File: config.mk
export PLATFORM = sky130hd
export DESIGN_NAME = ilb_cell
export DESIGN_NICKNAME = d
export VERILOG_FILES = /design/src/rtl/assert_macros.svh /design/src/rtl/ilb_pkg.sv /design/src/rtl/ilb_cell.sv
export SDC_FILE = /design/constraint.sdc
export NUM_CORES = 1
export LEC_CHECK = 0
export BUFFER_PORTS_ARGS = -buffer_cell sky130_fd_sc_hd__buf_4
export CAP_MARGIN = 20
export CELL_PAD_IN_SITES_DETAIL_PLACEMENT = 1
export CELL_PAD_IN_SITES_GLOBAL_PLACEMENT = 1
export CORE_MARGIN = 4
export CORE_UTILIZATION = 30
export DETAILED_ROUTE_END_ITERATION = 16
export GPL_ROUTABILITY_DRIVEN = 0
export GPL_TIMING_DRIVEN = 0
export PLACE_DENSITY = 0.75
export SYNTH_ARGS = -nofsm -noshare
export SYNTH_HDL_FRONTEND = slang
export SYNTH_SLANG_ARGS = --single-unit
File: constraint.sdc
create_clock -name i_clk -period 1.9 [get_ports i_clk]
set_clock_uncertainty 0.05 [all_clocks]
set_input_delay 0.285 -clock i_clk [delete_from_list [all_inputs] [get_ports i_clk]]
set_output_delay 0.285 -clock i_clk [all_outputs]
set_load 0.02 [all_outputs]
File: src/rtl/assert_macros.svh
// ---------------------------------------------------------------------------
// Assertion macros
// Shared concurrent assertion forms, clocked on i_clk and disabled in reset.
// ---------------------------------------------------------------------------
`ifndef ASSERT_MACROS_SVH
`define ASSERT_MACROS_SVH

// Condition that must hold at every clock edge.
`define CHK_ALWAYS(lbl, cond, msg) \
    lbl: assert property (@(posedge i_clk) disable iff (!i_rst_n) (cond)) \
        else $error(msg);

// Condition that must hold in the cycle after the trigger.
`define CHK_NEXT(lbl, trig, cond, msg) \
    lbl: assert property (@(posedge i_clk) disable iff (!i_rst_n) (trig) |=> (cond)) \
        else $error(msg);

`endif

File: src/rtl/ilb_pkg.sv
// ---------------------------------------------------------------------------
// Indexed list buffer package
// Command and status codes, cell control bundle and default sizes.
// ---------------------------------------------------------------------------
package ilb_pkg;

    localparam int CAPACITY_DEF      = 64;
    localparam int ELEMENT_WIDTH_DEF = 32;
    localparam int IDX_W             = 7;
    localparam int VAL_W             = 32;
    localparam int CNT_W             = 7;
    localparam int MODE_W            = 3;

    typedef enum logic [MODE_W-1:0] {
        MODE_PUSH     = 3'd0,
        MODE_POP      = 3'd1,
        MODE_INSERT   = 3'd2,
        MODE_REMOVE   = 3'd3,
        MODE_READ_IDX = 3'd4,
        MODE_READ_END = 3'd5,
        MODE_CLEAR    = 3'd6
    } t_mode;

    typedef enum logic [1:0] {
        ST_OK        = 2'd0,
        ST_EMPTY     = 2'd1,
        ST_BAD_INDEX = 2'd2,
        ST_FULL      = 2'd3
    } t_status;

    typedef struct packed {
        logic shift_up;
        logic shift_down;
        logic write_en;
        logic rd_en;
        logic tap_load;
    } t_cell_ctl;

endpackage

File: src/rtl/ilb_cell.sv
// ---------------------------------------------------------------------------
// Indexed list buffer cell
// Holds one list entry; loads from its lower or upper neighbour, or the
// broadcast word, and presents its entry on a registered read tap.
// ---------------------------------------------------------------------------
module ilb_cell
    import ilb_pkg::*;
#(
    parameter int POS = 0,
    parameter int CW  = IDX_W,
    parameter int EW  = ELEMENT_WIDTH_DEF
) (
    input  logic          i_clk,
    input  logic          i_rst_n,
    input  t_cell_ctl     i_ctl,
    input  logic [CW-1:0] i_pos,
    input  logic [CW-1:0] i_rd_pos,
    input  logic [EW-1:0] i_value,
    input  logic [EW-1:0] i_below,
    input  logic [EW-1:0] i_above,
    output logic [EW-1:0] o_data,
    output logic [EW-1:0] o_tap
);

    localparam logic [CW-1:0] MyPos = CW'(POS);

    logic [EW-1:0] r_data;
    logic [EW-1:0] r_tap;
    logic          r_tap_hit;

    always_ff @(posedge i_clk) begin
        if (i_ctl.write_en && (i_pos == MyPos)) begin
            r_data <= i_value;
        end else if (i_ctl.shift_up && (MyPos > i_pos)) begin
            r_data <= i_below;
        end else if (i_ctl.shift_down && (MyPos >= i_pos)) begin
            r_data <= i_above;
        end
        if (i_ctl.tap_load) begin
            r_tap <= r_data;
        end
    end

    always_ff @(posedge i_clk) begin
        if (!i_rst_n) begin
            r_tap_hit <= 1'b0;
        end else if (i_ctl.tap_load) begin
            r_tap_hit <= i_ctl.rd_en && (i_rd_pos == MyPos);
        end
    end

    assign o_data = r_data;
    assign o_tap  = r_tap_hit ? r_tap : '0;

endmodule

==> flow_metrics.tcl, run 1 <==
set metrics [dict create \
    grt_pass1_vias 2056 \
    nNetsFinal 420 \
    cts.sink_count 65 \
    vdd_drop_max_mv 0.328 \
    port_buffers 147 \
    insertedDiodeCount 0 \
    critPathMaxFanout 10 \
    fill_cells 902 \
    finalCritPeriodShare_pct 85.8 \
    via_per_inst 4.35 \
    synth_top_family_by_area "multiplexers" \
    drtIter0Drc 32 \
    rsz0062_at_grt "false" \
    avgSynthCellArea_um2 19.0 \
    slew_headroom_pct 54.5 \
    fmax_ghz 0.613 \
    die_y_um 104 \
    p_sw_uw 598 \
    dr.pass1.iters 4 \
    seqCellArea_mm2 0.00194 \
    yosysWarningCount 0 \
    cts_tree "done" \
    path_class "flop to primary output" \
    cts_hold_buf 0 \
    ys_seq_area_share_pct 70.9 \
    required_ns 1.56 \
    cap_violations 0 \
    fin_ws_ns 0.270 \
    cts_max_level 3 \
    multi_input_area_um2 752 \
    post_cts_buffers 0 \
    grt-ovfl-total 0 \
    wl_per_cell_um 16.5 \
    syn_to_final_growth_pct 56.1 \
    synth-adder-area-share_pct 0 \
    synth_compound_area_share_pct 0.365 \
    synth_xor_area_share_pct 0 \
    io_pins 181 \
    antenna_found_initial 0 \
    synth-seq-cells 65 \
    drc_errors 0 \
    drive_above_1_share_pct 65.9 \
    critPathLaunchType "flop" \
    grt_pass1_wl_um 11000 \
    clkLatencyLatePin_ns 0.33 \
    synthSimpleGateAreaFrac_pct 9.82 \
    finalHoldViolations 0 \
    clockBufferDepth 2 \
    min_period_ns 1.63 \
    initial_utilization_pct 31.1 \
    slew_violations 0 \
    p_per_area_mw_per_mm2 786 \
    die_w_um 104 \
    pwr-share-clk_pct 45.8 \
    coreArea_mm2 0.00881 \
    dr_wl_met2_um 3860 \
    wl_met3_um 587 \
    dr.max_layer_used "met4" \
    row_count 34 \
    whs_path_depth 3 \
    p_sw_share_pct 17.8 \
    status "finished, final reports clean" \
    dr_total_vias 1808 \
    clkTransAtPathRegs_ns 0.07 \
    preCtsSetupSlack_ns -0.110 \
    grt_max_degree 35 \
    synth.distinct_cells 16 \
    dp.final_hpwl_um 5560 \
    setup_viol 0 \
    worst_pin_slew_ns 0.683 \
    numCtsBuffers 9 \
    m1WireLength_um 2330 \
    syn-num-nets 261 \
    power.share.combinational_pct 6.6 \
    endpoint_kind "primary output" \
    die_area_mm2 0.0107 \
    grt_usage_pct 13.2 \
    synthMuxAreaShare_pct 17.3 \
    wl_um 6870 \
    crit_arrival_ns 1.30 \
    cts_root_buf "clkbuf_8" \
    p_leak_nw 1.93 \
    ant_nets 0 \
    syn-cell-area_mm2 0.00274 \
    hold_path_class "input pin to flop" \
    internal-power_mw 2.76 \
    synthCells 144 \
    reg2regPathDepth 3 \
    p_seq_share_pct 47.6 \
    setup_tns_ns 0 \
]
==> critical path, cell delays in order, from the launching register on <==
cell and delay, ns:
dfxtp_1 0.44, clkbuf_2 0.24, and2_1 0.16, buf_4 0.14
==> per-layer routing <==
metal	track usage, %	vias up
li1	-	861
met1	13.0	855
met2	23.9	84
met3	5.78	8
met4	5.70	0
met5	0	-
==> power by group through the flow <==
stage	Clock, mW	Combinational (mW)	Sequential, mW
2_1_floorplan	0	0.0584	1.64
3_3_place_gp	0	0.216	1.63
3_5_place_dp	0	0.225	1.63
4_1_cts	1.58	0.226	1.60
5_1_grt	1.66	0.239	1.60
6_report	1.54	0.222	1.60
==> flip-flops by register name (all words and copies together) (netlist names) <==
register,flops
o_data,32
r_tap,32
r_tap_hit,1
==> area by class of cell <==
cell class | instances | share of cell area (%)
Multi-Input combinational cell | 73 | 17.6
Sequential cell | 65 | 45.4
Timing Repair Buffer | 148 | 26.5
Clock inverter | 7 | 3.31
Buffer | 6 | 1.14
Clock buffer | 9 | 2.90
Tap cell | 108 | 3.16
==> through the flow <==
| stage | hold WS [ns] | total power [mW] | instances | util [%] | area [µm²] |
|---|---|---|---|---|---|
| floorplan | 0.347 | 1.69 | 144 | - | 2740 |
| global placement | 0.383 | 1.85 | 399 | 45.2 | 3980 |
| detailed placement | 0.389 | 1.86 | 400 | 45.5 | 4010 |
| CTS | 0.135 | 3.40 | 416 | 48.5 | 4270 |
| global route | 0.165 | 3.50 | 416 | 48.5 | 4270 |
| finish | 0.155 | 3.36 | 416 | 48.5 | 4270 |
==> worst paths after layout <==
kind               endpoint      start  slack (ns)
hold reg to reg    r_tap[3]  o_data[3]        0.40
setup / recovery  o_tap[20]  r_tap_hit        0.27
setup reg to reg  r_tap_hit  r_tap_hit        0.95
hold / removal    r_tap_hit    i_rst_n        0.16
==> placed cells by master, fill, tap and decap left out <==
master     Yosys  layout
nor4_1         1       1
bufinv_16      0       4
mux2_2         2       2
clkbuf_8       0       9
nor3_1         1       1
nand4_1        1       1
mux2_4        30      30
buf_6          3       3
buf_16         0       1
o211a_1        1       1
nand2_1        1       1
edfxtp_1      64      64
buf_4          0     147
clkinv_1       0       1
inv_6          0       1
clkbuf_2       0       3
dfxtp_1        1       1
nor4_4         1       1
nand3b_1       1       1
nor4b_1        1       1
nand3_2        1       1
clkinv_4       0       1
and2_1        32      32
==> timing repair <==
action	in CTS	in global routing
gates resized for setup	0	6
endpoints found under the hold margin	0	0
setup endpoints to repair	0	20
==> cell families (layout without fill, tap and decap cells) <==
group,Yosys count,after routing
buf+inv,6,170
flops,65,65
compound gates,1,1
simple gates,40,40
mux,32,32
==> synth_stat cells <==
cell       n  area, µm²
dfxtp_1    1       20.0
nor4_4     1       21.3
mux2_2     2       22.5
edfxtp_1  64       1920
nand3_2    1       10.0
o211a_1    1       10.0
nand4_1    1       6.26
buf_6      3       33.8
nor4_1     1       6.26
and2_1    32        200
clkbuf_1   3       11.3
nor3_1     1       5.00
nor4b_1    1       8.76
nand3b_1   1       7.51
nand2_1    1       3.75
mux2_4    30        450
Note: power is estimated with default switching activity, not from simulation.
==> run 2: changes to the inputs <==
--- a/config.mk
+++ b/config.mk
@@ -10,11 +10,11 @@
 export CELL_PAD_IN_SITES_DETAIL_PLACEMENT = 1
 export CELL_PAD_IN_SITES_GLOBAL_PLACEMENT = 1
 export CORE_MARGIN = 4
-export CORE_UTILIZATION = 30
+export CORE_UTILIZATION = 32
 export DETAILED_ROUTE_END_ITERATION = 16
 export GPL_ROUTABILITY_DRIVEN = 0
 export GPL_TIMING_DRIVEN = 0
-export PLACE_DENSITY = 0.75
+export PLACE_DENSITY = 0.79
 export SYNTH_ARGS = -nofsm -noshare
 export SYNTH_HDL_FRONTEND = slang
 export SYNTH_SLANG_ARGS = --single-unit
==> flow_metrics.tcl, run 2 (same netlist as run 1, synthesis figures left out) <==
set metrics [dict create \
    grt_pass1_vias 1992 \
    insertedDiodeCount 0 \
    cts_tree "done" \
    pwr-share-clk_pct 33.6 \
    endpoint_kind "primary output" \
    path_class "flop to primary output" \
    drive_above_1_share_pct 65.0 \
    numCtsBuffers 9 \
    power.share.combinational_pct 8.1 \
    clockBufferDepth 2 \
    wl_per_cell_um 16.2 \
    status "finished, final reports clean" \
    crit_arrival_ns 1.38 \
    io_pins 181 \
    row_count 33 \
    max_stage_delay_ns 0.45 \
    final_common_cell "buf_4" \
    dr_total_vias 1835 \
    min_period_ns 1.72 \
    setup_viol 0 \
    dp.final_hpwl_um 5410 \
    p_sw_share_pct 20.0 \
    coreArea_mm2 0.00826 \
    slew_violations 0 \
    port_buffers 147 \
    finalCritPeriodShare_pct 90.5 \
    grt_usage_pct 13.6 \
    grt_pass1_wl_um 10200 \
    p_per_area_mw_per_mm2 662 \
    fill_cells 865 \
    syn_to_final_growth_pct 51.6 \
    worst_pin_slew_ns 0.622 \
    die_area_mm2 0.0101 \
    r2r_slack_ns 0.96 \
    p_seq_share_pct 58.3 \
    critPathLaunchType "flop" \
    cts_max_level 3 \
    initial_utilization_pct 33.2 \
    final_cell_mix "147 x buf_4, 64 x edfxtp_1, 32 x and2_1" \
    die_w_um 101 \
    worstPathCellList "clkbuf_1 -> and2_1 -> buf_4" \
    cts_root_buf "clkbuf_8" \
    p_sw_uw 549 \
    required_ns 1.56 \
    grt_max_degree 35 \
    cpMaxStageDelayCell "dfxtp_1" \
    dr.pass1.iters 4 \
    vdd_drop_max_mv 0.320 \
    grt-ovfl-total 0 \
    via_per_inst 4.46 \
    cts.sink_count 65 \
    p_leak_nw 1.87 \
    clkLatencyLatePin_ns 0.33 \
    die_y_um 101 \
    fmax_ghz 0.582 \
    hold_path_class "input pin to flop" \
    wl_um 6660 \
    post_cts_buffers 0 \
    clkTransAtPathRegs_ns 0.06 \
    antenna_found_initial 0 \
    slew_headroom_pct 58.5 \
    cap_violations 0 \
    drc_errors 0 \
    drtIter0Drc 21 \
    finalHoldViolations 0 \
    ant_nets 0 \
    nNetsFinal 420 \
    preCtsSetupSlack_ns -0.0419 \
    rsz0062_at_grt "false" \
    critPathMaxFanout 10 \
    fin_ws_ns 0.180 \
    hold_slack_ns 0.147 \
    internal-power_mw 2.20 \
]
==> run 2: power by group through the flow <==
stage                     clock (mW)  sequential [mW]  combinational (mW)
after CTS                      0.964             1.60               0.226
final                          0.924             1.60               0.223
after global placement             0             1.63               0.217
after detailed placement           0             1.63               0.225
after floorplan                    0             1.64              0.0584
after global routing            1.03             1.60               0.240
==> run 2: path summary, 6_finish.rpt <==
kind / start / end / cells after the start
worst max-delay path: r_tap_hit / o_tap[17] / 3
worst min-delay path: i_rst_n / r_tap_hit / 3
worst max register to register: r_tap_hit / r_tap_hit / 3
worst min register to register: o_data[8] / r_tap[8] / 0
==> run 2: what timing repair did <==
item	CTS	global route
gates resized for setup	0	4
setup endpoints to repair	0	10
hold endpoints to repair	0	0
hold buffers	0	0
==> run 2: area by class of cell <==
class                   count  area (µm²)  share of cell area (%)
plain buffers               6        47.5                    1.14
clock buffers               9         124                    2.98
clock inverters             5        25.0                   0.603
multi-input cells          73         752                    18.1
flip-flops and latches     65        1940                    46.8
well taps                 105         131                    3.16
repair buffers            148        1130                    27.2
==> run 2: worst max-delay path, delay by kind of cell, from the launching register on <==
kind	cells	cell delay, ns
buf+inv	2	0.43
flops	1	0.45
simple gates	1	0.18
==> run 2: stage by stage <==
| step | util, % | instances | setup TNS, ns | total power [mW] | cell area, µm² |
|---|---|---|---|---|---|
| after floorplan | - | 144 | 0 | 1.69 | 2740 |
| after global placement | 48.1 | 396 | -10.35 | 1.85 | 3970 |
| after detailed placement | 48.5 | 397 | -0.814 | 1.86 | 4000 |
| after CTS | 50.3 | 411 | 0 | 2.79 | 4150 |
| after global routing | 50.3 | 411 | 0 | 2.88 | 4150 |
| final | 50.3 | 411 | 0 | 2.75 | 4150 |
==> run 2: metal layers <==
layer | global-route usage, % | wire, µm
met1 | 12.9 | 2110
met2 | 25.4 | 3810
met3 | 4.91 | 568
met4 | 6.94 | 170
met5 | 0 | 0
==> run 3: changes to the inputs <==
--- a/config.mk
+++ b/config.mk
@@ -7,10 +7,10 @@
 export LEC_CHECK = 0
 export BUFFER_PORTS_ARGS = -buffer_cell sky130_fd_sc_hd__buf_4
 export CAP_MARGIN = 20
-export CELL_PAD_IN_SITES_DETAIL_PLACEMENT = 1
-export CELL_PAD_IN_SITES_GLOBAL_PLACEMENT = 1
+export CELL_PAD_IN_SITES_DETAIL_PLACEMENT = 2
+export CELL_PAD_IN_SITES_GLOBAL_PLACEMENT = 2
 export CORE_MARGIN = 4
-export CORE_UTILIZATION = 32
+export CORE_UTILIZATION = 26
 export DETAILED_ROUTE_END_ITERATION = 16
 export GPL_ROUTABILITY_DRIVEN = 0
 export GPL_TIMING_DRIVEN = 0
==> flow_metrics.tcl, run 3 (same netlist as run 1, synthesis figures left out) <==
set metrics [dict create \
    status "finished, final reports clean" \
    grtUsageMet3_pct 3.45 \
    rsz0062_at_grt "false" \
    grt_pass1_vias 2098 \
    worst_pin_slew_ns 0.737 \
    via_per_inst 4.13 \
    critPathMaxFanout 18 \
    cts_max_level 3 \
    worstReg2RegEnd "r_tap_hit" \
    initial_utilization_pct 26.6 \
    finalCritPeriodShare_pct 87.5 \
    finalHoldViolations 0 \
    row_count 37 \
    antenna_found_initial 0 \
    whs_path_depth 3 \
    p_leak_nw 1.91 \
    clockBufferDepth 2 \
    wl_per_cell_um 17.2 \
    groute.layer.met2.usage_pct 23.9 \
    port_buffers 147 \
    r2r-start "r_tap_hit" \
    grt_use_met1_pct 13.2 \
    vdd_drop_max_mv 0.356 \
    cts_tree "done" \
    insertedDiodeCount 0 \
    hold_path_class "input pin to flop" \
    grt-ovfl-total 0 \
    dr.pass1.iters 4 \
    endpoint_kind "flop" \
    drc_errors 0 \
    clkTransAtPathRegs_ns 0.07 \
    wl_um 7650 \
    ant_nets 0 \
    nNetsFinal 420 \
    slew_headroom_pct 50.9 \
    post_cts_buffers 0 \
    fin_util_pct 41.6 \
    final_cell_area_mm2 0.00428 \
    place_area_mm2 0.00404 \
    required_ns 1.88 \
    dr_total_vias 1835 \
    reg2regPathDepth 3 \
    fin_ws_ns 0.237 \
    io_pins 181 \
    clkLatencyLatePin_ns 0.32 \
    die_y_um 111 \
    die_area_mm2 0.0122 \
    drtIter0Drc 30 \
    critPathLaunchType "input pin" \
    path_class "input pin to flop" \
    setup_viol 0 \
    fmax_ghz 0.601 \
    slew_violations 0 \
    ctsResizeCount 0 \
    coreArea_mm2 0.0103 \
    numCtsBuffers 9 \
    preCtsSetupSlack_ns -0.124 \
    cts_hold_buf 0 \
    busiest_layer "met2" \
    hold_path_end "r_tap_hit" \
    dp.final_hpwl_um 6100 \
    r2r_slack_ns 0.94 \
    drive_above_1_share_pct 65.6 \
    die_w_um 111 \
    final_cell_mix "147 x buf_4, 64 x edfxtp_1, 32 x and2_1" \
    final_common_cell "buf_4" \
    grt_pass1_wl_um 12000 \
    crit_arrival_ns 1.65 \
    syn_to_final_growth_pct 56.2 \
    grt_usage_pct 12.6 \
    cap_violations 0 \
    cts_root_buf "clkbuf_8" \
    cts.sink_count 65 \
    p_per_area_mw_per_mm2 749 \
    min_period_ns 1.66 \
    grt_max_degree 35 \
    min_from "i_rst_n" \
]
run 3: layer usage:
layer | part of all wire (%) | vias up | wire length (µm)
met4 | 1.2 | 0 | 94
li1 | - | 858 | -
met3 | 5.8 | 8 | 444
met1 | 36 | 892 | 2760
met2 | 57 | 77 | 4340
met5 | 0 | - | 0
run 3: area by class of cell:
type / instances / area (µm²)
Fill cell: 1075 / 6000
Clock inverter: 6 / 106
Timing Repair Buffer: 148 / 1130
Sequential cell: 65 / 1940
Multi-Input combinational cell: 73 / 752
Buffer: 6 / 48.8
Clock buffer: 10 / 128
Tap cell: 136 / 170
run 3: how the worst max path moves through the flow:
stage / end / slack, ns / startpoint
after global routing: o_tap[6] / 0.11 / r_tap_hit
final: o_data[15] / 0.24 / i_pos[4]
after CTS: o_tap[28] / 0.07 / r_tap_hit
after global placement: o_data[16] / -0.38 / i_pos[4]
after detailed placement: o_data[17] / -0.12 / i_pos[4]
after floorplan: o_data[0] / 0.11 / i_pos[4]
run 3: critical path: stages:
cell and delay, ns:
buf_4 0.12, nor4_4 0.30, o211a_1 0.68, buf_16 0.24
run 3: where the power goes:
group / total, mW / switching [mW] / leakage [nW] / internal [mW]
clock network: 1.38 / 0.511 / 0.114 / 0.866
registers: 1.60 / 0.00665 / 0.609 / 1.59
logic: 0.225 / 0.0643 / 1.19 / 0.160
total: 3.20 / 0.582 / 1.91 / 2.62
run 3: per-stage QoR:
step | hold slack [ns] | TNS [ns] | total power, mW | instances
2_1_floorplan | 0.347 | 0 | 1.69 | 144
3_3_place_gp | 0.385 | -12.13 | 1.85 | 427
3_5_place_dp | 0.388 | -2.22 | 1.86 | 428
4_1_cts | 0.163 | 0 | 3.25 | 444
5_1_grt | 0.173 | 0 | 3.33 | 444
6_report | 0.175 | 0 | 3.20 | 444
